==> config.mk <==
export PLATFORM = sky130hd
export DESIGN_NAME = csp_back
export DESIGN_NICKNAME = d
export VERILOG_FILES = /design/src/rtl/csp_pkg.sv /design/src/rtl/csp_back.sv
export SDC_FILE = /design/constraint.sdc
export NUM_CORES = 1
export LEC_CHECK = 0
export BUFFER_PORTS_ARGS = -buffer_cell sky130_fd_sc_hd__buf_2
export CAP_MARGIN = 20
export CORE_MARGIN = 3
export CORE_UTILIZATION = 35
export CTS_BUF_LIST = sky130_fd_sc_hd__clkbuf_2 sky130_fd_sc_hd__clkbuf_4 sky130_fd_sc_hd__clkbuf_8
export DETAILED_ROUTE_END_ITERATION = 10
export SLEW_MARGIN = 20
export SYNTH_ARGS = -nofsm -noshare
export SYNTH_HDL_FRONTEND = slang
export SYNTH_SLANG_ARGS = --single-unit
==> constraint.sdc <==
create_clock -name clk -period 4.6 [get_ports clk]
set_input_delay 0.23 -clock clk [delete_from_list [all_inputs] [get_ports clk]]
set_output_delay 0.23 -clock clk [all_outputs]
set_load 0.05 [all_outputs]
==> src/rtl/csp_pkg.sv <==
`default_nettype none

package csp_pkg;

  localparam logic [10:0] NODE_ID_RESET   = 11'd140;
  localparam logic [15:0] PERIOD_RESET    = 16'd20000;
  localparam logic [15:0] MIN_PULSE_RESET = 16'd500;
  localparam logic [15:0] MAX_PULSE_RESET = 16'd2500;
  localparam logic [15:0] WIDTH_RESET     = 16'd1500;

  // full-scale command byte, divisor of the width scaling
  localparam logic [23:0] CMD_FULL_SCALE  = 24'd255;

  typedef enum logic [1:0] {
    CFG_NODE_ID   = 2'd0,
    CFG_PERIOD    = 2'd1,
    CFG_MIN_PULSE = 2'd2,
    CFG_MAX_PULSE = 2'd3
  } cfg_index_t;

  typedef struct packed {
    logic [10:0] node_id;
    logic [15:0] period_ticks;
    logic [15:0] min_pulse_us;
    logic [15:0] max_pulse_us;
  } cfg_t;

  typedef struct packed {
    logic is_frame;
    logic accepted;
  } item_ctrl_t;

endpackage

`default_nettype wire

==> src/rtl/csp_back.sv <==
`default_nettype none

module csp_back #(
  parameter int CHANNELS = 8
) (
  input  wire logic                        clk,
  input  wire logic                        rst,
  input  wire logic [15:0]                 period_ticks,
  input  wire logic                        head_valid,
  input  wire csp_pkg::item_ctrl_t         head_ctrl,
  input  wire logic [CHANNELS-1:0][15:0]   head_widths,
  output logic                             pop,
  output logic                             out_valid,
  input  wire logic                        out_stall,
  output logic [7:0]                       pwm_levels,
  output logic                             frame_accepted
);

  logic [15:0]                   counter;
  logic [CHANNELS-1:0][15:0]     pending;
  logic [CHANNELS-1:0][15:0]     active;

  logic                          latch;
  logic [CHANNELS-1:0][15:0]     active_next;
  logic [7:0]                    levels_next;
  logic [16:0]                   counter_inc;
  logic [15:0]                   counter_next;

  assign pop = head_valid && (!out_valid || !out_stall);

  // a tick at period start promotes the pending widths first
  assign latch        = !head_ctrl.is_frame && (counter == 16'd0);
  assign counter_inc  = {1'b0, counter} + 17'd1;
  assign counter_next = (counter_inc >= {1'b0, period_ticks}) ? 16'd0 : counter_inc[15:0];

  always_comb begin
    levels_next = '0;
    for (int i = 0; i < CHANNELS; i++) begin
      active_next[i] = latch ? pending[i] : active[i];
      levels_next[i] = (counter < active_next[i]);
    end
  end

  always_ff @(posedge clk) begin
    if (rst) begin
      counter   <= '0;
      out_valid <= 1'b0;
      for (int i = 0; i < CHANNELS; i++) begin
        pending[i] <= csp_pkg::WIDTH_RESET;
        active[i]  <= csp_pkg::WIDTH_RESET;
      end
    end else begin
      if (pop) begin
        out_valid <= 1'b1;
        if (head_ctrl.is_frame) begin
          if (head_ctrl.accepted) pending <= head_widths;
        end else begin
          active  <= active_next;
          counter <= counter_next;
        end
      end else if (!out_stall) begin
        out_valid <= 1'b0;
      end
    end
  end

  always_ff @(posedge clk) begin
    if (pop) begin
      pwm_levels     <= levels_next;
      frame_accepted <= head_ctrl.is_frame && head_ctrl.accepted;
    end
  end

  a_frame_keeps_counter: assert property (@(posedge clk) disable iff (rst)
    pop && head_ctrl.is_frame |=> $stable(counter))
    else $error("frame moved the period counter");

  a_frame_keeps_active: assert property (@(posedge clk) disable iff (rst)
    pop && head_ctrl.is_frame |=> $stable(active))
    else $error("frame changed the active widths");

endmodule

`default_nettype wire

### Word level (Yosys, flattened, before mapping)

Cells that the tools add are included.

* register bits after elaboration: 282
* input bits: 150
* output and inout port bits: 11

* add/sub/neg operators: 1
* order comparisons: 9
* equality and inequality tests: 1
* multiplexer cells: 11
* bitwise logic cells: 1
* reduce and logical (&&, ||, !) cells: 10

Operator list (count)
* $mux W16: 9
* $lt A16 B16 Y1: 8
* $add A16 B1 Y17 const B: 1
* $ge A17 B16 Y1: 1
* $logic_not A16 Y1: 1
* $logic_and A1 B1 Y1: 3
* $logic_not A1 Y1: 3
* $reduce_and A3 Y1: 1
* $mux W1: 2
* $ne A2 B2 Y1 const B: 1
* $reduce_and A2 Y1: 1
* $logic_or A1 B1 Y1: 1
* $not A1 Y1: 1

### Depth between registers and ports, before layout

* depth in word-level cells: 4
* depth in mapped cells: 16
* depth with buffers taken out: 12

### Worst setup path after synthesis

No wires, ideal clock.

* kind: reg2reg
* start point: register counter[0]
* end point: register pwm_levels[7] (data pin)
* setup time: 174 ps
* arrival time: 3390 ps
* required time: 4426 ps
* path slack: 1036 ps
* cell stages (with the launch flop): 16
* buffers on the path: 3
* clock period less this slack: 3564 ps
* cell sequence: dfxtp_1 > clkbuf_1 > inv_1 > ha_1 > nor4b_1 > nand4_1 > buf_2 > buf_2 > mux2i_1 > ha_1 > a21o_1 > a21o_1 > a21o_1 > a2111oi_0 > nand3b_1 > a311oi_1

* longest elaborated chain between the ends: 4

RTL lines
* start: declaration: RTL line csp_back.sv:19 `logic [15:0] counter;`
* start signal: assignment: RTL line csp_back.sv:59 `counter <= counter_next;`
* $logic_not A16 Y1: RTL line csp_back.sv:32 `assign latch = !head_ctrl.is_frame && (counter == 16'd0);`
* $logic_and A1 B1 Y1: RTL line csp_back.sv:32
* $mux W16: RTL line csp_back.sv:39 `active_next[i] = latch ? pending[i] : active[i];`
* $lt A16 B16 Y1 *: RTL line csp_back.sv:40 `levels_next[i] = (counter < active_next[i]);`
* via levels_next[7]: RTL line csp_back.sv:25 `logic [7:0] levels_next;`
* end signal: assignment: RTL line csp_back.sv:69 `pwm_levels <= levels_next;`
* end: declaration: RTL line csp_back.sv:15 `output logic [7:0] pwm_levels,`

Mark *: on every way through the listed nets, which the timed path passes. The rest lies on a longest branch.
A chain may end at the register's enable or synchronous reset.

### Worst setup path in the final report

* start point: register counter[0]
* end point: register pwm_levels[6] (data pin)

The elaborated chain is that of the path after synthesis.

==> metrics.yaml <==
avgRoutedWirePerCell_um: 17.3
worstRegToRegCells: 14
rows: 73
die_h_um: 209
dieWidth_um: 209
finalHoldViolCount: 0
fin_nets: 2170
finalCritPeriodShare_pct: 84.1
synth_edf_count: 9
cp_num_cells: 14
start_kind: "flip-flop"
clkLatencyLatePin_ps: 600
ys_seq_area_share_pct: 39.9
hp-class: "input pin to flip-flop"
postCtsHoldBufs: 130
crit_type: "flip-flop to flip-flop"
holdPathStages: 2
via_per_inst: 5.10
finish.utilization_pct: 44.9
status: "finished clean"
synth_cell_types: 49
finalMaxSlewViolations: 0
grt_overflow: 0
routabilityCongestion: 0.857
fill_cells: 3965
drive_above_1_share_pct: 15.4
clk_pin_slew_worst_paths_ps: 60
syn_area_per_cell_um2: 8.89
path_max_fanout: 39
rsz0062_at_grt: "false"
postCtsResizedCells: 0
clock_skew_ps: 34.9
slowest_stage: "dfxtp_1"
first_pass_iters: 5
synthTopCellsByCount: "nand2_1, dfxtp_1, nor2_1, ha_1, mux2i_1"
crit_chain: "inv_1 -> ha_1 -> nor4b_1 -> nand4_1 -> buf_12 -> buf_12 -> mux2i_1 -> ha_1 -> a21o_1 -> a21oi_1 -> nor2b_1 -> a2111oi_0 -> a211oi_1 -> a211oi_1"
min_period_ps: 3870
cap_viol_max_count: 0
area_growth_pct: 25.4
synth_seq_cells: 282
power_density_nw_per_um2: 326
cts_buffers: 50
syn_nets: 1905
synth_area_leaders: "dfxtp_1, ha_1, mux2i_1"
grt_usage_pct: 18.9
required_ps: 5010
worstSetupStartpoint: "counter[0]"
cp-end-kind: "flip-flop"
grt_pass1_wl_um: 66800
drt-initial-drc-count: 769
fmax_ghz: 0.258
leakagePower_nw: 8.37
peakVddDrop_mv: 0.180
ys.warnings.count: 0
synthCells: 1617
initial_core_util_pct: 35.8
cpLargestDelayFamily: "compound AO/OA/AOI/OAI gates"
worstPathArrival_ps: 4280
vias: 12500
setup_viol: 0
regToRegStartpoint: "counter[0]"
io_pins: 161
port_buffers: 160
drc: 0
async_flop_share_pct: 0
antenna_found_initial: 0
tns_ps: 0
clockRootBuffer: "clkbuf_8"
wl_um: 42300
htreeDepth: 2
fin_area_um2: 18000
hpwl_um: 29200
coreArea_um2: 40200
ff2ff_setup_slack_ps: 730
synth_most_common_cell: "nand2_1"
antenna_cells: 0
grt_pass1_vias: 12200
worst_slew_pin_slew_ps: 1050
synth_ff_type: "dfxtp_1"
cpPeakStageDelay_ps: 620
placed_area_um2: 15700
cts_tree: "built"
synth_largest_area_cell: "dfxtp_1"
endpoint: "pwm_levels[6]"
maxSlewHeadroom_pct: 30.3
post_cts_buffers: 0
synthesis.area_um2: 14400
final_antenna_net_count: 0
grt_max_degree: 125
cts_sinks: 282
cts_max_path_buffers: 3
r2r_end: "pwm_levels[6]"
netlist.area_leader.share_pct: 38.0
cp_num_buf_inv: 3
design.die.area_um2: 43500
## power breakdown
group          internal (mW)  switching, mW
Combinational          0.386          0.448
Clock                   1.36           1.03
Sequential              2.58         0.0784
Total                   4.32           1.56
## through the flow
step	setup WS (ps)	std cells	hold slack, ps	power, mW
6_report	729	2445	82.3	5.88
5_1_grt	388	2445	65.3	6.17
4_1_cts	698	2445	45.5	5.96
3_5_place_dp	721	2225	446	3.45
3_3_place_gp	883	2225	442	3.43
2_1_floorplan	1040	1617	347	3.21
## placed cells by master, fill, tap and decap left out, drive strengths merged, types with 3 or more instances in the layout
cell and instances:
dfxtp 273, xnor2 9, and4 3, nor3 6, nor2b 10, a22o 3
xor2 5, nand2b 3, ha 138, and2 3, nor4 5, a2111oi 8
nand3 12, nand3b 59, mux2i 128, and3 3, edfxtp 9, clkbuf 83
a21o 37, nand4 29, a211oi 85, nor2 154, nand2 287, a21oi 105
buf 195, o21bai 6, clkinv 6, a211o 57, o21ai 26, o211ai 6
inv 20, nor4b 3, dlygate4sd3 130
## logic make-up (layout without fill, tap and decap cells)
family,Yosys count,count (layout),synth area share [%]
simple gates,579,579,18.1
buf+inv,131,434,3.90
mux,128,128,8.91
xor+xnor,14,14,0.853
fa+ha+maj,138,138,12.0
compound gates,345,345,16.4
flops,282,282,39.9
## flip-flops by register name (all words and copies together) (netlist names)
signal	flops
pwm_levels	8
frame_accepted	1
counter	16
pending	128
out_valid	1
active	128
## final cells by class
cell class	instances	area (um2)	area share, %
Sequential cell	282	5740	31.8
Inverter	18	67.6	0.375
Timing Repair Buffer	326	2420	13.4
Tap cell	525	657	3.64
Clock buffer	82	991	5.50
Clock inverter	8	50.0	0.278
Multi-Input combinational cell	1204	8110	45.0
## layer usage
metal  track usage (%)  vias up  part of all wire, %
met2              29.5      330                   43
li1                  -     6288                    -
met5                 0        -                    0
met3              2.79       73                  5.4
met1              27.5     5782                   49
met4              5.13        0                  2.4
## worst min-delay path by stage
stage | startpoint | end | slack, ps
floorplan | head_valid | out_valid | 350
global placement | active[106] | active[106] | 440
detailed placement | head_widths[106] | pending[106] | 450
CTS | head_ctrl[0] | frame_accepted | 50
global route | head_ctrl[0] | frame_accepted | 70
finish | head_ctrl[0] | frame_accepted | 80
(Power assumes the default switching activity.)
