File: config.mk
export PLATFORM = sky130hd
export DESIGN_NAME = csp_front
export DESIGN_NICKNAME = d
export VERILOG_FILES = /design/src/rtl/csp_pkg.sv /design/src/rtl/csp_front.sv
export SDC_FILE = /design/constraint.sdc
export NUM_CORES = 2
export LEC_CHECK = 0
export BUFFER_PORTS_ARGS = -buffer_cell sky130_fd_sc_hd__buf_4
export CAP_MARGIN = 20
export CORE_MARGIN = 3
export CORE_UTILIZATION = 55
export DETAILED_ROUTE_END_ITERATION = 8
export HOLD_SLACK_MARGIN = 0.12
export PLACE_DENSITY = 0.72
export SLEW_MARGIN = 10
export SYNTH_ARGS = -nofsm -noshare
export SYNTH_HDL_FRONTEND = slang
export SYNTH_SLANG_ARGS = --single-unit
File: constraint.sdc
create_clock -name clk -period 11 [get_ports clk]
set_input_delay 2.2 -clock clk [delete_from_list [all_inputs] [get_ports clk]]
set_output_delay 2.2 -clock clk [all_outputs]
set_load 0.02 [all_outputs]
File: src/rtl/csp_pkg.sv
`default_nettype none

package csp_pkg;

  localparam logic [10:0] NODE_ID_RESET   = 11'd140;
  localparam logic [15:0] PERIOD_RESET    = 16'd20000;
  localparam logic [15:0] MIN_PULSE_RESET = 16'd500;
  localparam logic [15:0] MAX_PULSE_RESET = 16'd2500;
  localparam logic [15:0] WIDTH_RESET     = 16'd1500;

  // full-scale command byte, divisor of the width scaling
  localparam logic [23:0] CMD_FULL_SCALE  = 24'd255;

  typedef enum logic [1:0] {
    CFG_NODE_ID   = 2'd0,
    CFG_PERIOD    = 2'd1,
    CFG_MIN_PULSE = 2'd2,
    CFG_MAX_PULSE = 2'd3
  } cfg_index_t;

  typedef struct packed {
    logic [10:0] node_id;
    logic [15:0] period_ticks;
    logic [15:0] min_pulse_us;
    logic [15:0] max_pulse_us;
  } cfg_t;

  typedef struct packed {
    logic is_frame;
    logic accepted;
  } item_ctrl_t;

endpackage

`default_nettype wire

File: src/rtl/csp_front.sv
`default_nettype none

module csp_front #(
  parameter int CHANNELS = 8
) (
  input  wire logic                        clk,
  input  wire logic                        rst,
  input  wire logic                        in_valid,
  output logic                             in_stall,
  input  wire logic                        action,
  input  wire logic                        extended_format,
  input  wire logic [28:0]                 frame_id,
  input  wire logic [3:0]                  frame_len,
  input  wire logic [7:0][7:0]             data_bytes,
  input  wire csp_pkg::cfg_t               cfg,
  output logic                             push,
  output csp_pkg::item_ctrl_t              push_ctrl,
  output logic [CHANNELS-1:0][15:0]        push_widths,
  input  wire logic                        full
);

  logic [15:0] span;
  logic        hit;

  logic                          s1_valid;
  csp_pkg::item_ctrl_t           s1_ctrl;
  logic [CHANNELS-1:0][23:0]     s1_prod;

  logic                          s2_valid;
  csp_pkg::item_ctrl_t           s2_ctrl;
  logic [CHANNELS-1:0][23:0]     s2_prod;
  logic [CHANNELS-1:0][15:0]     s2_quot;

  logic                          s1_adv;
  logic                          s2_adv;
  logic [CHANNELS-1:0][15:0]     quot_next;

  assign span = (cfg.max_pulse_us >= cfg.min_pulse_us) ?
                (cfg.max_pulse_us - cfg.min_pulse_us) : 16'd0;

  assign hit = action && !extended_format &&
               (frame_id == {18'd0, cfg.node_id}) &&
               (frame_len == 4'(CHANNELS));

  assign s2_adv   = !s2_valid || !full;
  assign s1_adv   = !s1_valid || s2_adv;
  assign in_stall = !s1_adv;
  assign push     = s2_valid && !full;

  // x/255 estimate: x*(2^16+2^8+1) >> 24, low by at most one
  always_comb begin
    logic [40:0] acc;
    for (int i = 0; i < CHANNELS; i++) begin
      acc = {1'b0, s1_prod[i], 16'd0} + {9'd0, s1_prod[i], 8'd0} + {17'd0, s1_prod[i]};
      quot_next[i] = acc[39:24];
    end
  end

  // correct the estimate and add the minimum pulse
  always_comb begin
    logic [23:0] rem;
    logic [15:0] q;
    push_ctrl = s2_ctrl;
    for (int i = 0; i < CHANNELS; i++) begin
      rem = s2_prod[i] - ({s2_quot[i], 8'd0} - {8'd0, s2_quot[i]});
      q = (rem >= csp_pkg::CMD_FULL_SCALE) ? s2_quot[i] + 16'd1 : s2_quot[i];
      push_widths[i] = cfg.min_pulse_us + q;
    end
  end

  always_ff @(posedge clk) begin
    if (rst) begin
      s1_valid <= 1'b0;
      s2_valid <= 1'b0;
    end else begin
      if (s1_adv) s1_valid <= in_valid;
      if (s2_adv) s2_valid <= s1_valid;
    end
  end

  always_ff @(posedge clk) begin
    if (s1_adv) begin
      s1_ctrl.is_frame <= action;
      s1_ctrl.accepted <= hit;
      for (int i = 0; i < CHANNELS; i++) begin
        s1_prod[i] <= {16'd0, data_bytes[i]} * {8'd0, span};
      end
    end
    if (s2_adv) begin
      s2_ctrl <= s1_ctrl;
      s2_prod <= s1_prod;
      s2_quot <= quot_next;
    end
  end

  a_hold_on_full: assert property (@(posedge clk) disable iff (rst)
    s2_valid && full |=> s2_valid)
    else $error("front stage dropped an item while the queue was full");

endmodule

`default_nettype wire

; After elaboration in Yosys (flattened, before gate mapping)
; Index checks and enable logic that the tools add are counted.
[word_totals]
reg_bits = 518
inputBits = 162
out_inout_bits = 132
[classes]
add_sub_neg = 49
n_mux = 9
n_eq_ne = 2
order_cmp = 9
reduce_logical = 11
mul = 8
[ops]
columns = cell, count
row1 = 40-bit by 24-bit adder with 40-bit output, 8
row2 = 40-bit by 32-bit adder with 40-bit output, 8
row3 = 24-bit by 8-bit greater-or-equal comparator with 1-bit output (second input constant), 8
row4 = 8-bit by 16-bit multiplier with 24-bit output, 8
row5 = 24-bit by 16-bit subtractor with 24-bit output, 8
row6 = 24-bit subtractor, 8
row7 = 16-bit two-way mux, 9
row8 = 16-bit by 1-bit adder with 16-bit output (second input constant), 8
row9 = 16-bit adder, 8
row10 = 29-bit by 11-bit == test with 1-bit output, 1
row11 = 16-bit greater-or-equal comparator, 1
row12 = 16-bit subtractor, 1
row13 = 1-bit logical NOT, 5
row14 = 4-bit == test (second input constant), 1
row15 = 1-bit logical AND, 4
row16 = 1-bit logical OR, 2

; Longest topological paths before layout
[depth]
depth_word = 5
depth_mapped = 38
mapped_depth_nobuf = 36

; Worst setup path before layout
; OpenSTA, ideal clock, no wires.
[synth_path]
path_kind = input -> output
start = in full
end = out in_stall
required_time_ns = 8.800
cell_stages = 2
arrival_time_ns = 8.193
slack_ns = 0.607
cell_sequence = nand3_1 -> inv_1
[synth_between]
elab_chain_cells = 4
[synth_rtl]
columns = item, line
row1 = start: declaration, csp_front.sv:19  ; input wire logic full
row2 = 1-bit logical NOT, csp_front.sv:45  ; assign s2_adv = !s2_valid || !full;
row3 = 1-bit logical OR, csp_front.sv:45
row4 = 1-bit logical OR, csp_front.sv:46  ; assign s1_adv = !s1_valid || s2_adv;
row5 = 1-bit logical NOT, csp_front.sv:47  ; assign in_stall = !s1_adv;
row6 = end: declaration, csp_front.sv:9  ; output logic in_stall,
; Every way passes these cells.

==> impl_metrics.ini <==
[logic_synthesis]
synth_fp_nets = 10600
synth_area_um2 = 78900
synth_cells = 8486
synth_compound_area_frac = 0.103
synth_warnings = 0
synth_edf_count = 516
yosys.area_share.simple = 0.173
ys_seq_area_frac = 0.197
syn_area_per_cell_um2 = 9.30
ys.flop_type = edfxtp_1
post_synth_fa_ha_maj_area_fraction = 0.380
async_flop_share = 0
synthTopCellsByArea = fa_1 (21%), edfxtp_1 (20%), ha_1 (18%), inv_1 (6.9%), and2_1 (6.2%)
synth_top_family_by_area = adder cells
ys_ff_latch = 518
yosysUniqueCellTypes = 98
yosys.area.top_type = fa_1
synth-xor-area-share = 0.0629
synth_mux_area_frac = 0.00301
synth_top_area_frac = 0.205

[clock_tree]
cts_buffers = 59
clk_pin_slew_worst_paths_ns = 0.06
htreeDepth = 2
cts_sinks = 518
clk_latency_ns = 0.65
cts_hold_buf = 0
cts-root-buf = clkbuf_16
cts_tree = built
clockBufferDepth = 3

[sta]
fin_skew_ns = 0.0221
worstMarginPinSlew_ns = 1.08
rsz0062_at_grt = no
fin_crit_ns = 10.58
setup_viol = 0
fin_crit_sh = 0.962
tns_ns = 0
clock.fmax_mhz = 94.5
slew_violations = 0
hold_viol = 0
max-slew-margin-rel = 0.277

[worst_setup_path]
worstSetupStartpointType = flip-flop
crit_required_ns = 8.80
worstPathMaxFanout = 14
cp-end-kind = primary output
r2r_slack_ns = 6.45
crit_type = reg2out
cp.arrival_ns = 8.38

[global_route]
gr-usage-all-layers = 0.281
grt_pass1_wl_um = 331000
antenna_found_initial = 34
grt_max_degree = 161
gr-total-overflow = 0
grt_pass1_vias = 62400

[layout]
fillers = 12100
syn2layout_area_growth_pct = 8.02
drive_gt1_frac = 0.0622
nets = 10800

[hold_path]
hp-class = reg2reg

[placement]
hpwl_um = 165000
numPortBuffers = 277
gp_congestion = 0.917

[floorplan]
dieArea_um2 = 148000
die_h_um = 385
die_w_um = 385
core_um2 = 142000
initial_core_util = 0.556
row_count = 138
ioPinCount = 294

[route]
drtAntennaViolNets = 0
post_drt_wl_per_cell_um = 19.5
drc = 0
detail_route.first_pass.iterations = 5
wirelength_um = 208000
routed-via-count = 61400
vias_per_cell = 5.76
drt-initial-drc-count = 4227

[job]
maxCapViolations = 0

[run_status]
outcome = finished clean
==> through the flow <==
step	hold slack (ns)	instance area [um^2]	setup slack [ns]	util	instances
finish	0.419	85200	0.418	0.600	10600
detailed placement	0.407	83300	0.241	0.587	10500
global route	0.443	85200	0.00590	0.600	10600
global placement	0.407	83300	0.284	0.587	10500
CTS	0.421	85100	0.350	0.600	10600
floorplan	0.400	78900	0.607	-	8486
==> sequential cells by signal (all words and copies together) (netlist names) <==
| register | cells |
|---|---|
| s2_prod | 192 |
| s1_prod | 192 |
| s1_valid | 1 |
| s1_ctrl | 2 |
| push_ctrl | 2 |
| s2_valid | 1 |
| s2_quot | 128 |
==> placed cells by master, fill, tap and decap left out, types with 17 or more instances in the layout <==
| master | n |
|---|---|
| fa_1 | 809 |
| nand2b_1 | 73 |
| xnor2_1 | 406 |
| edfxtp_1 | 516 |
| o2111ai_1 | 23 |
| or2_2 | 28 |
| nor3_1 | 170 |
| o211ai_1 | 25 |
| nand4_1 | 81 |
| ha_1 | 1104 |
| diode_2 | 29 |
| xor2_1 | 149 |
| or3_1 | 52 |
| and3_1 | 126 |
| nor2_1 | 371 |
| a211oi_1 | 40 |
| buf_4 | 358 |
| a2111oi_0 | 29 |
| clkbuf_16 | 61 |
| nor2b_1 | 84 |
| o21bai_1 | 28 |
| o21ai_0 | 237 |
| and2_1 | 779 |
| a21o_1 | 150 |
| mux2i_1 | 17 |
| a21boi_0 | 64 |
| nand3_1 | 154 |
| a31oi_1 | 47 |
| nor4_1 | 40 |
| inv_1 | 1457 |
| o31ai_1 | 29 |
| a21oi_1 | 307 |
| o21a_1 | 64 |
| nand2_1 | 497 |
==> cells by family (layout without fill, tap and decap cells) <==
family	count (synthesis)	after routing
AOI/OAI and AO/OA	1226	1226
xor gates and xnor gates	560	560
adders and majority gates	1913	1913
buffers and inverters	1686	1929
DFF	518	518
muxes	23	23
other	0	29
and+or+nand+nor	2560	2560
==> worst max-delay path: stages (launching register included) <==
cell      delay, ns
edfxtp_1       0.56
fa_1           0.59
inv_1          0.06
ha_1           0.34
a21oi_1        0.39
o22ai_1        0.15
a2111o_1       0.36
nor4_1         0.55
o31ai_1        0.27
nor3_1         0.23
nor4bb_1       0.40
and4_2         0.51
mux2_2         0.40
ha_1           0.28
a21o_1         0.18
a21oi_1        0.25
nand2b_1       0.15
a21boi_0       0.13
o311ai_0       0.36
nand3_1        0.16
o41a_1         0.39
nand4_1        0.13
nand4b_1       0.11
a21oi_1        0.19
xnor2_1        0.10
xnor2_1        0.29
buf_4          0.20
==> path summary, 6_finish.rpt <==
check | to | start | cells past startpoint
worst min-delay path | push_ctrl[1] | s1_ctrl[1] | 0
worst max-delay path | push_widths[127] | s2_quot[112] | 26
worst min register to register | push_ctrl[1] | s1_ctrl[1] | 0
worst max register to register | s2_quot[127] | s1_prod[186] | 12
==> area by class of cell <==
| class | instances | area, um^2 | share of cell area |
|---|---|---|---|
| clock buffer | 74 | 1580 | 0.0185 |
| timing repair buffer | 365 | 2810 | 0.0330 |
| clock inverter | 32 | 254 | 0.00298 |
| sequential | 518 | 15500 | 0.182 |
| inverter | 1458 | 5470 | 0.0642 |
| multi-input combinational | 6282 | 57100 | 0.670 |
| antenna | 29 | 72.6 | 0.000852 |
| tap | 1890 | 2360 | 0.0278 |
==> Yosys cell counts (all sizes together) (41+ instances only) <==
cell	number
nand4	81
nor3	175
ha	1104
clkbuf	220
o21ai	240
xnor2	407
nor4	42
edfxtp	516
a21o	151
nand3	160
a211oi	41
xor2	149
a31oi	49
or3	52
nor2	381
a21boi	64
nand2b	73
and2	779
and3	126
a21oi	308
nand2	498
inv	1458
nor2b	84
fa	809
o21a	64
==> repair_timing <==
item,CTS,global route
setup endpoints to repair,0,7
hold endpoints to repair,0,0
buffers inserted,0,2
resized for setup,0,4
==> per-layer routing <==
metal	track usage	share of wire	wire (um)	up-vias
li1	-	-	-	28800
met1	0.374	0.43	88800	30200
met2	0.460	0.46	95900	1996
met3	0.0588	0.080	16500	365
met4	0.0902	0.031	6390	26
met5	0	0.00087	180	-
Power is not shown: default switching activity piles up to over one toggle a cycle in this logic, so the estimate is an artifact.
