**src/rtl/csp_pkg.sv**
```systemverilog
`default_nettype none

package csp_pkg;

  localparam logic [10:0] NODE_ID_RESET   = 11'd140;
  localparam logic [15:0] PERIOD_RESET    = 16'd20000;
  localparam logic [15:0] MIN_PULSE_RESET = 16'd500;
  localparam logic [15:0] MAX_PULSE_RESET = 16'd2500;
  localparam logic [15:0] WIDTH_RESET     = 16'd1500;

  // full-scale command byte, divisor of the width scaling
  localparam logic [23:0] CMD_FULL_SCALE  = 24'd255;

  typedef enum logic [1:0] {
    CFG_NODE_ID   = 2'd0,
    CFG_PERIOD    = 2'd1,
    CFG_MIN_PULSE = 2'd2,
    CFG_MAX_PULSE = 2'd3
  } cfg_index_t;

  typedef struct packed {
    logic [10:0] node_id;
    logic [15:0] period_ticks;
    logic [15:0] min_pulse_us;
    logic [15:0] max_pulse_us;
  } cfg_t;

  typedef struct packed {
    logic is_frame;
    logic accepted;
  } item_ctrl_t;

endpackage

`default_nettype wire

```
**src/rtl/csp_fifo.sv**
```systemverilog
`default_nettype none

module csp_fifo #(
  parameter int CHANNELS = 8,
  parameter int DEPTH    = 4
) (
  input  wire logic                        clk,
  input  wire logic                        rst,
  input  wire logic                        push,
  input  wire csp_pkg::item_ctrl_t         push_ctrl,
  input  wire logic [CHANNELS-1:0][15:0]   push_widths,
  output logic                             full,
  output logic                             head_valid,
  output csp_pkg::item_ctrl_t              head_ctrl,
  output logic [CHANNELS-1:0][15:0]        head_widths,
  input  wire logic                        pop
);

  localparam int PTR_W = (DEPTH > 1) ? $clog2(DEPTH) : 1;
  localparam int CNT_W = $clog2(DEPTH + 1);

  csp_pkg::item_ctrl_t           ctrl_mem  [DEPTH];
  logic [CHANNELS-1:0][15:0]     width_mem [DEPTH];
  logic [PTR_W-1:0]              wr_ptr;
  logic [PTR_W-1:0]              rd_ptr;
  logic [CNT_W-1:0]              count;

  assign full        = (count == CNT_W'(DEPTH));
  assign head_valid  = (count != '0);
  assign head_ctrl   = ctrl_mem[rd_ptr];
  assign head_widths = width_mem[rd_ptr];

  always_ff @(posedge clk) begin
    if (rst) begin
      wr_ptr <= '0;
      rd_ptr <= '0;
      count  <= '0;
    end else begin
      if (push) begin
        wr_ptr <= (wr_ptr == PTR_W'(DEPTH - 1)) ? '0 : wr_ptr + 1'b1;
      end
      if (pop) begin
        rd_ptr <= (rd_ptr == PTR_W'(DEPTH - 1)) ? '0 : rd_ptr + 1'b1;
      end
      if (push && !pop) begin
        count <= count + 1'b1;
      end else if (pop && !push) begin
        count <= count - 1'b1;
      end
    end
  end

  always_ff @(posedge clk) begin
    if (push) begin
      ctrl_mem[wr_ptr]  <= push_ctrl;
      width_mem[wr_ptr] <= push_widths;
    end
  end

  a_no_overflow: assert property (@(posedge clk) disable iff (rst)
    full |-> !push)
    else $error("queue written while full");

endmodule

`default_nettype wire

```
**config.mk**
```make
export PLATFORM = sky130hd
export DESIGN_NAME = csp_fifo
export DESIGN_NICKNAME = d
export VERILOG_FILES = /design/src/rtl/csp_pkg.sv /design/src/rtl/csp_fifo.sv
export SDC_FILE = /design/constraint.sdc
export NUM_CORES = 1
export LEC_CHECK = 0
export BUFFER_PORTS_ARGS = -buffer_cell sky130_fd_sc_hd__buf_2
export CAP_MARGIN = 15
export CORE_ASPECT_RATIO = 1.2
export CORE_MARGIN = 10
export CORE_UTILIZATION = 31
export CTS_CLUSTER_DIAMETER = 100
export DETAILED_ROUTE_END_ITERATION = 7
export MAX_ROUTING_LAYER = met4
export SYNTH_ARGS = -nofsm -noshare
export SYNTH_HDL_FRONTEND = slang
export SYNTH_SLANG_ARGS = --single-unit
```
**constraint.sdc**
```tcl
create_clock -name clk -period 6.9 [get_ports clk]
set_input_delay 2.07 -clock clk [delete_from_list [all_inputs] [get_ports clk]]
set_output_delay 2.07 -clock clk [all_outputs]
set_load 0.02 [all_outputs]
```
== Word-level counts from Yosys, hierarchy flattened ==
Memories as Yosys holds them, arrays and structs flattened. A register that Yosys moved wholly into a read port is not among the register bits.
Index checks and enable logic that the tools add are counted.
Widths: inputs -> output; s select.

* Add/subtract/negate cells: 4
* Eq/ne operators: 3
* Muxes and demuxes: 10
* Reduce and logical (&&, ||, !) cells: 6

{| class="wikitable"
|+ Operators by type and width
! operator !! number
|-
| $mux 2 || 6
|-
| $mux 3 || 2
|-
| $add 2x1->2 const B || 2
|-
| $eq 2x2->1 const B || 2
|-
| $add 3x1->3 const B || 1
|-
| $eq 3x3->1 const B || 1
|-
| $reduce_bool 3->1 || 1
|-
| $sub 3x1->3 const B || 1
|-
| $logic_and 1x1->1 || 2
|-
| $logic_not 1->1 || 2
|-
| $mux 1 || 2
|-
| $reduce_bool 2->1 || 1
|}

* Flip-flop bits (word level): 7
* Bits in writable memories: 520
* Input port bits: 134
* Output and inout port bits: 132
* Memories: 2

{| class="wikitable"
|+ Memory list
! name !! words !! width !! read ports !! clocked after memory_dff !! write ports !! line !! source
|-
| width_mem || 4 || 128 || 1 || 1 || 1 || csp_fifo.sv:23 || <nowiki>logic [CHANNELS-1:0][15:0] width_mem [DEPTH];</nowiki>
|-
| ctrl_mem || 4 || 2 || 1 || 1 || 1 || csp_fifo.sv:22 || <nowiki>csp_pkg::item_ctrl_t ctrl_mem [DEPTH];</nowiki>
|}

== Logic depth before layout (Yosys ltp) ==
Gate-level depths: netlist of the first run.

* Word-level depth: 4
* Mapped depth: 7
* Depth with buffers taken out: 7

== Worst setup path before layout of the first run ==
Ideal clock, no wire load.

* Kind: input port to flip-flop
* Start: input port push
* End: memory ctrl_mem[0][0] (netlist bit), enable pin
* Setup time: 0.504 ns
* Arrival: 5.047 ns
* Required time: 6.396 ns
* Slack: 1.348 ns
* Cell stages on the path: 1
* Cells stage by stage: and2_1

* Longest elaborated chain between the ends: 2

{| class="wikitable"
|+ Ends and longest elaborated chain
! what !! line !! source
|-
| from (decl) || csp_fifo.sv:9 || <nowiki>input wire logic push,</nowiki>
|-
| $mux 1 || csp_fifo.sv:54 || <nowiki>if (push) begin</nowiki>
|-
| $mux 1 (not written as such) || csp_fifo.sv:55 || <nowiki>ctrl_mem[wr_ptr] <= push_ctrl;</nowiki>
|-
| to (decl) || csp_fifo.sv:22 ||
|}

Every way passes these cells.

==> run summary, run 1 <==
Status -> complete, no violations
Worst path cell trace -> buf_12 > mux4_2 > buf_2
Clock Sinks -> 529
Hold Buf Count CTS -> 0
Startpoint Class -> register
Worst skew pair latency -> 580 ps
Worst-path clk slew -> 60 ps
Clock tree buffer depth -> 3
CTS Buf Count -> 53
Slowest-stage cell, CP -> dfxtp_4
Finished Core Util -> 0.375
Drt total wl -> 41000 µm
CTS tree -> yes
Final period utilization -> 0.693
Layout net count -> 1168
Avg Cell Area, Syn -> 26.7 µm²
Count leader, synth -> edfxtp_1
Worst-Margin Slew -> 847 ps
FF+latch count, synth -> 529
Most frequent cells after synthesis -> edfxtp_1, mux4_2, buf_12
RSZ-0062 raised after global routing -> false
Synth area leaders -> edfxtp_1, mux4_2, buf_12
First-pass GRT wire length -> 61300 µm
Core box area -> 61800 µm²
Arrival time at the worst endpoint -> 2710 ps
Area leader, netlist -> edfxtp_1
DR pass1 iterations -> 4
H-tree lvl count -> 2
Overall Global Routing Usage -> 0.116
Sequential-to-total area share from yosys stat -> 0.818
GR Util met3 -> 0.0348
PD cells -> 307 nW/µm²
Cells after DPL -> 1788
Top Family by Delay on Critical Path -> flip-flops
Number of vias per cell -> 4.54
Yosys warns -> 0
Max Clk Rate -> 209 MHz
Setup_tns -> 0 ps
Final Cell Area -> 23200 µm²
Crit path kind -> reg -> out
WP buf/inv -> 2
HPWL after detailed placement -> 25100 µm
Worst Setup End Kind -> output pin
Die X -> 248 µm
Max Cap Viol -> 0
Hold Fails Final Rpt -> 0
Leakage -> 7.66 nW
Syn Std Cell Area -> 19300 µm²
Grt met2 use -> 0.192
Worst stage delay on the critical path -> 870 ps
Yosys top cell area share -> 0.809
Initial core utilization -> 0.312
Synthesis-to-finish area growth -> 20.2%
Max Slew Vio Count -> 0
Worst VDD drop -> 0.197 mV
Fraction of layout cells with a size suffix above 1 -> 0.458
Clk root buf -> clkbuf_16
Post-CTS sizing -> 0
I/O Buffers -> 265
Initial antenna violation count -> 5
Non-filler instance count after layout -> 1890
Drc violations -> 0
CP Max Fanout -> 46
Hold WS -> 514 ps
Routability cong. -> 0.701
Drt wl/cell -> 21.7 µm
Slew Limit Headroom -> 0.435
ANT nets after route -> 0
Vias in the first global route -> 9655
Net Count, Synth -> 864
HP Class -> reg -> reg
Pre-CTS setup slack -> 2580 ps
Setup Fix Bufs, Post-CTS -> 0
Final Power -> 7.12 mW
Dominant synthesized flop cell -> edfxtp_1
Final Skew -> 15.4 ps
Async S/R FF share, synth -> 0
Post-layout worst setup margin -> 2120 ps
Row Count -> 100
Total grt overflow -> 0
# setup viols final -> 0
Synth Instances -> 723
Largest net degree at the start of global routing -> 68
Busiest grt layer -> met2
Die height -> 293 µm
Post-synth EDFFs -> 520
Post-DP Area -> 21500 µm²
CP required -> 4830 ps
Tmin final -> 4780 ps
Netlist cell types -> 20
Initial drt markers -> 546
Met1 Use GR -> 0.133
Detailed-route via count -> 8583
Die area -> 72700 µm²
Ports -> 266
-- worst paths after layout --
| path | from | end | slack [ps] | cells after the start |
|---|---|---|---|---|
| setup / recovery | register | head_widths[48] | 2120 | 3 |
| hold reg to reg | count[2]$_SDFFE_PP0P_ | count[2]$_SDFFE_PP0P_ | 510 | 2 |
| hold / removal | count[2]$_SDFFE_PP0P_ | count[2]$_SDFFE_PP0P_ | 510 | 2 |
| setup reg to reg | wr_ptr[0]$_SDFFE_PP0P_ | width_mem[3][105]$_DFFE_PP_ | 4780 | 3 |
-- cells in the final DEF, fill, tap and decap left out --
master	synthesis	routed
edfxtp_1	520	520
clkinv_1	0	12
dfxtp_4	0	2
dfxtp_1	9	7
bufinv_16	0	3
buf_4	3	6
inv_1	4	4
and2_4	0	4
o21ai_0	1	1
buf_12	11	7
xor2_1	2	2
mux2i_1	4	4
nor2_1	7	7
clkbuf_16	0	55
clkbuf_1	1	10
a21oi_1	2	2
fa_1	1	1
inv_6	0	2
ha_1	6	6
clkinv_4	0	2
mux4_2	130	130
clkinv_2	0	14
buf_2	10	265
nor3b_1	2	2
or3_1	2	2
diode_2	0	4
-- tightest hold or removal path, delay by kind of cell (launching register included) --
| kind | cells | cell delay [ps] |
|---|---|---|
| flip-flops | 1 | 320 |
| AO/OA/AOI/OAI | 2 | 140 |
-- kinds of logic (layout without fill, tap and decap cells) --
| kind of cell | after synthesis | after routing | share of synthesized area |
|---|---|---|---|
| flip-flops | 529 | 529 | 0.818 |
| multiplexers | 134 | 134 | 0.154 |
| buffers and inverters | 33 | 380 | 0.0173 |
| AND/OR/NAND/NOR | 15 | 15 | 0.00408 |
| adder cells (fa/ha/maj) | 7 | 7 | 0.00493 |
| AO/OA/AOI/OAI | 3 | 3 | 0.000778 |
| XOR/XNOR | 2 | 2 | 0.000908 |
| other | 0 | 4 | 0 |
-- sequential cells by signal, summed over array words and instances, names as in the netlist, named ones only --
register and count:
count 3, ctrl_mem 8, rd_ptr 2, width_mem 512, wr_ptr 2
-- routing by layer --
layer,vias up,routed length (µm)
met2,220,21400
met4,0,792
li1,3749,-
met3,57,2680
met5,-,0
met1,4557,16200
-- where the power goes --
part | leakage, nW | internal (mW) | switching, mW
clock | 0.823 | 1.57 | 1.16
sequential | 4.85 | 3.68 | 0.0487
combinational | 1.99 | 0.263 | 0.400
-- cell type report --
cell class                      count  area [µm²]
Sequential cell                   529       15800
Multi-Input combinational cell    161        3180
Tap cell                          816        1020
Inverter                            4        15.0
Antenna cell                        4        10.0
Fill cell                        5670       38600
Clock buffer                       65        1410
Timing Repair Buffer              278        1510
Clock inverter                     33         240
(Power assumes the default switching activity.)
==> run 2, diff against run 1 <==
clock period = 4.55 ns   (was 6.9 ns; I/O delays follow)
==> run summary, run 2 (synthesized netlist as in run 1, its figures left out) <==
Status -> complete, no violations (unchanged)
ANT nets after route -> 0 (unchanged)
CTS Buf Count -> 52 (was 53)
Clock Sinks -> 529 (unchanged)
Largest regs -> width_mem x512, ctrl_mem x8, count x3 (unchanged)
Startpoint Class -> register (unchanged)
Number of vias per cell -> 4.56 (was 4.54)
PD cells -> 464 nW/µm² (was 307 nW/µm²)
Setup Fix Bufs, Post-CTS -> 0 (unchanged)
Clk root buf -> clkbuf_16 (unchanged)
Most flops, register -> width_mem (unchanged)
Worst skew pair latency -> 590 ps (was 580 ps)
Hold Fails Final Rpt -> 0 (unchanged)
Drc violations -> 0 (unchanged)
Vias in the first global route -> 9541 (was 9655)
DR pass1 iterations -> 4 (unchanged)
Worst-path clk slew -> 60 ps (about the same)
Max Cap Viol -> 0 (unchanged)
Worst reg-to-reg setup slack -> 2540 ps (was 4780 ps)
Commonest cells after routing, fill and taps aside -> edfxtp_1, buf_2, mux4_2, clkbuf_16, buf_12 (was edfxtp_1, buf_2, mux4_2, clkbuf_16, clkinv_2)
Fill cell count -> 5650 (was 5670)
# setup viols final -> 0 (unchanged)
Most common cell after layout, fill and taps aside -> edfxtp_1 (unchanged)
WHS Endpoint -> count[2]$_SDFFE_PP0P_ (unchanged)
Max Clk Rate -> 264 MHz
Arrival time at the worst endpoint -> 2420 ps (was 2710 ps)
Post-CTS sizing -> 0 (unchanged)
I/O Buffers -> 265 (unchanged)
CP Max Fanout -> 49 (was 46)
Initial drt markers -> 474 (was 546)
Die area -> 72700 µm² (unchanged)
Drt total wl -> 41500 µm (was 41000 µm)
Clock tree buffer depth -> 3 (unchanged)
Hold Buf Count CTS -> 0 (unchanged)
Largest net degree at the start of global routing -> 89 (was 68)
Crit path kind -> reg -> out (unchanged)
Non-filler instance count after layout -> 1895 (was 1890)
Initial antenna violation count -> 8 (was 5)
CP required -> 3180 ps (was 4830 ps)
Finished Core Util -> 0.377 (was 0.375)
HPWL after detailed placement -> 25300 µm (was 25100 µm)
Hold depth -> 2 (unchanged)
Worst Setup End Kind -> output pin (unchanged)
Overall Global Routing Usage -> 0.116 (about the same)
Core box area -> 61800 µm² (unchanged)
Initial core utilization -> 0.312 (unchanged)
First-pass GRT wire length -> 61200 µm (was 61300 µm)
Layout net count -> 1171 (was 1168)
Synthesis-to-finish area growth -> 20.7% (was 20.2%)
Fraction of layout cells with a size suffix above 1 -> 0.461 (was 0.458)
Worst VDD drop -> 0.317 mV (was 0.197 mV)
Total grt overflow -> 0 (unchanged)
Worst R2R Start -> wr_ptr[0]$_SDFFE_PP0P_ (unchanged)
Leakage -> 7.67 nW (was 7.66 nW)
Worst-Margin Slew -> 786 ps (was 847 ps)
Routability cong. -> 0.687 (was 0.701)
Max reg flops -> 512 (unchanged)
Path depth of the worst reg2reg path -> 3 (unchanged)
Final period utilization -> 0.831
HP Class -> reg -> reg (unchanged)
CTS tree -> yes (unchanged)
Die height -> 293 µm (unchanged)
Row Count -> 100 (unchanged)
R2R Path End -> width_mem[3][95]$_DFFE_PP_ (was width_mem[3][105]$_DFFE_PP_)
Cells after DPL -> 1792 (was 1788)
Max Slew Vio Count -> 0 (unchanged)
Die X -> 248 µm (unchanged)
RSZ-0062 raised after global routing -> false (unchanged)
Slew Limit Headroom -> 0.476 (was 0.435)
Final Skew -> 20.1 ps (was 15.4 ps)
Tmin final -> 3780 ps
Setup_tns -> 0 ps (unchanged)
Hold path start -> count[2]$_SDFFE_PP0P_ (unchanged)
Drt wl/cell -> 21.9 µm (was 21.7 µm)
Detailed-route via count -> 8649 (was 8583)
Ports -> 266 (unchanged)
H-tree lvl count -> 2 (unchanged)
run 2: power by group:
| group | total [mW] | internal, mW | switching, mW |
|---|---|---|---|
| Combinational | 1.04 | 0.409 | 0.629 |
| Clock | 4.13 | 2.36 | 1.76 |
| Sequential | 5.65 | 5.58 | 0.0650 |
run 2: area by class of cell:
type / count / area (µm²) / area share
flip-flops and latches: 529 / 15800 / 0.679
multi-input cells: 161 / 3180 / 0.137
repair buffers: 282 / 1600 / 0.0689
clock buffers: 62 / 1360 / 0.0584
well taps: 816 / 1020 / 0.0438
clock inverters: 34 / 285 / 0.0122
diodes: 7 / 17.5 / 0.000752
inverters: 4 / 15.0 / 0.000645
run 2: worst max-delay path by stage:
stage	startpoint	end	slack, ps
after CTS	register	head_widths[5]	680
after floorplan	push	ctrl_mem[3][0]$_DFFE_PP_	1140
after global placement	register	head_widths[5]	1310
after detailed placement	register	head_widths[114]	1340
after global routing	register	head_widths[114]	640
final	register	head_widths[114]	770
run 2: critical path: stages (launching register included):
cell,delay [ps]
dfxtp_4,790
buf_12,360
mux4_2,390
buf_2,180
run 2: per-layer routing:
layer	GRT usage	wire, µm	up-vias	share of wire
met5	-	0	-	0
met3	0.0329	2800	64	0.068
li1	-	-	3755	-
met1	0.138	17000	4597	0.41
met4	0.0360	1010	0	0.024
met2	0.188	20700	233	0.50
run 2: through the flow:
step                      worst slack, ps  power (mW)  hold slack (ps)  area [µm²]
after detailed placement             1340        6.83              498       21600
after global routing                  642        11.3              544       23300
after floorplan                      1140        6.40              455       19300
after global placement               1310        6.80              481       21600
after CTS                             682        11.0              509       23300
final                                 769        10.8              505       23300
==> run 3, diff against run 2 <==
clock period = 3.9 ns   (was 4.55 ns; I/O delays follow)
==> run summary, run 3 (synthesized netlist as in run 1, its figures left out) <==
Post-layout worst setup margin -> 444 ps (was 769 ps)
Layout net count -> 1183 (was 1171)
Initial drt markers -> 489 (was 474)
Die area -> 72700 µm² (unchanged)
First-pass GRT wire length -> 61900 µm (was 61200 µm)
Synthesis-to-finish area growth -> 21.6% (was 20.7%)
Pre-CTS setup slack -> 984 ps (was 1340 ps)
Total grt overflow -> 0 (unchanged)
Slew Limit Headroom -> 0.556 (was 0.476)
Startpoint Class -> register (unchanged)
Setup Fix Bufs, Post-CTS -> 0 (unchanged)
Worst skew pair latency -> 580 ps (was 590 ps)
Post-CTS sizing -> 0 (unchanged)
CTS tree -> yes (unchanged)
Largest regs -> width_mem x512, ctrl_mem x8, count x3 (unchanged)
Most common cell after layout, fill and taps aside -> edfxtp_1 (unchanged)
RSZ-0062 raised after global routing -> false (unchanged)
Fraction of layout cells with a size suffix above 1 -> 0.464 (was 0.461)
Clk root buf -> clkbuf_16 (unchanged)
Vias in the first global route -> 9535 (was 9541)
Status -> complete, no violations (unchanged)
Path depth of the worst reg2reg path -> 3 (unchanged)
Final period utilization -> 0.886
Worst Setup End Kind -> output pin (unchanged)
DR pass1 iterations -> 6 (was 4)
Most flops, register -> width_mem (unchanged)
Arrival time at the worst endpoint -> 2290 ps (was 2420 ps)
Routability cong. -> 0.691 (was 0.687)
Slowest-stage cell, CP -> mux4_2 (was dfxtp_4)
Core box area -> 61800 µm² (unchanged)
Drc violations -> 0 (unchanged)
Largest net degree at the start of global routing -> 55 (was 89)
Initial antenna violation count -> 6 (was 8)
H-tree lvl count -> 2 (unchanged)
Die height -> 293 µm (unchanged)
Max Cap Viol -> 0 (unchanged)
# setup viols final -> 0 (unchanged)
Setup_tns -> 0 ps (unchanged)
Overall Global Routing Usage -> 0.117 (was 0.116)
Worst stage delay on the critical path -> 530 ps (was 790 ps)
Worst path cell trace -> buf_12 > buf_4 > mux4_2 > buf_2 (was buf_12 > mux4_2 > buf_2)
Worst-path clk slew -> 60 ps (about the same)
Detailed-route via count -> 8687 (was 8649)
Max Clk Rate -> 289 MHz
ANT nets after route -> 0 (unchanged)
HPWL after detailed placement -> 26700 µm (was 25300 µm)
Worst VDD drop -> 0.458 mV (was 0.317 mV)
Finished Core Util -> 0.380 (was 0.377)
Max Slew Vio Count -> 0 (unchanged)
Initial core utilization -> 0.312 (unchanged)
Tmin final -> 3460 ps
Hold depth -> 2 (unchanged)
Final Power -> 12.8 mW (was 10.8 mW)
Hold Fails Final Rpt -> 0 (unchanged)
PD cells -> 544 nW/µm² (was 464 nW/µm²)
Worst-Margin Slew -> 666 ps (was 786 ps)
Row Count -> 100 (unchanged)
Commonest cells after routing, fill and taps aside -> edfxtp_1, buf_2, mux4_2, clkbuf_16, clkbuf_1 (was edfxtp_1, buf_2, mux4_2, clkbuf_16, buf_12)
CP required -> 2730 ps (was 3180 ps)
Fill cell count -> 5585 (was 5650)
Leakage -> 7.77 nW (was 7.67 nW)
Crit path kind -> reg -> out (unchanged)
Max reg flops -> 512 (unchanged)
I/O Buffers -> 265 (unchanged)
Ports -> 266 (unchanged)
CTS Buf Count -> 52 (unchanged)
Number of vias per cell -> 4.55 (was 4.56)
CP Max Fanout -> 27 (was 49)
Hold Buf Count CTS -> 0 (unchanged)
Drt wl/cell -> 21.9 µm (about the same)
HP Class -> reg -> reg (unchanged)
Clock tree buffer depth -> 3 (unchanged)
Final Skew -> 10.7 ps (was 20.1 ps)
Clock Sinks -> 529 (unchanged)
Drt total wl -> 41700 µm (was 41500 µm)
Die X -> 248 µm (unchanged)
-- run 3: cell types whose count changed in the layout (fill, tap and decap cells not counted), moves of 2 or more --
cell,change
clkinv_1,-6
clkbuf_1,+9
bufinv_16,+2
buf_4,+8
clkinv_2,-4
buf_12,+4
-- run 3: through the flow --
stage | instances | hold WS, ps | area, µm²
2_1_floorplan | 723 | 455 | 19300
3_3_place_gp | 1804 | 480 | 21800
3_5_place_dp | 1804 | 506 | 21800
4_1_cts | 1900 | 518 | 23500
5_1_grt | 1906 | 544 | 23500
6_report | 1908 | 513 | 23500
-- run 3: layer usage --
metal | global-route usage | part of all wire | up-vias
met2 | 0.188 | 0.50 | 229
met4 | 0.0365 | 0.025 | 0
li1 | - | - | 3780
met3 | 0.0339 | 0.070 | 69
met5 | - | 0 | -
met1 | 0.139 | 0.40 | 4609
-- run 3: power breakdown --
group | switching [mW] | internal [mW]
Sequential | 0.0685 | 6.51
Combinational | 0.734 | 0.491
Clock | 2.05 | 2.92
Total | 2.85 | 9.93
-- run 3: layout make-up --
| cell class | instances | area, µm² | share of cell area |
|---|---|---|---|
| diodes | 8 | 20.0 | 0.000853 |
| clock buffers | 72 | 1410 | 0.0599 |
| clock inverters | 24 | 287 | 0.0122 |
| inverters | 4 | 15.0 | 0.000639 |
| multi-input cells | 161 | 3180 | 0.136 |
| flip-flops and latches | 529 | 15800 | 0.673 |
| well taps | 816 | 1020 | 0.0435 |
| repair buffers | 294 | 1740 | 0.0743 |
-- run 3: worst max-delay path, delay by kind of cell (launching register included) --
kind / cells / cell delay [ps]
buf+inv: 3 / 710
flops: 1 / 430
mux: 1 / 530
-- run 3: path summary, 6_finish.rpt --
| kind | slack, ps | from | end |
|---|---|---|---|
| worst max-delay path | 440 | register | head_widths[39] |
| worst min-delay path | 510 | count[2]$_SDFFE_PP0P_ | count[2]$_SDFFE_PP0P_ |
| worst max register to register | 1990 | wr_ptr[0]$_SDFFE_PP0P_ | width_mem[1][67]$_DFFE_PP_ |
| worst min register to register | 510 | count[2]$_SDFFE_PP0P_ | count[2]$_SDFFE_PP0P_ |
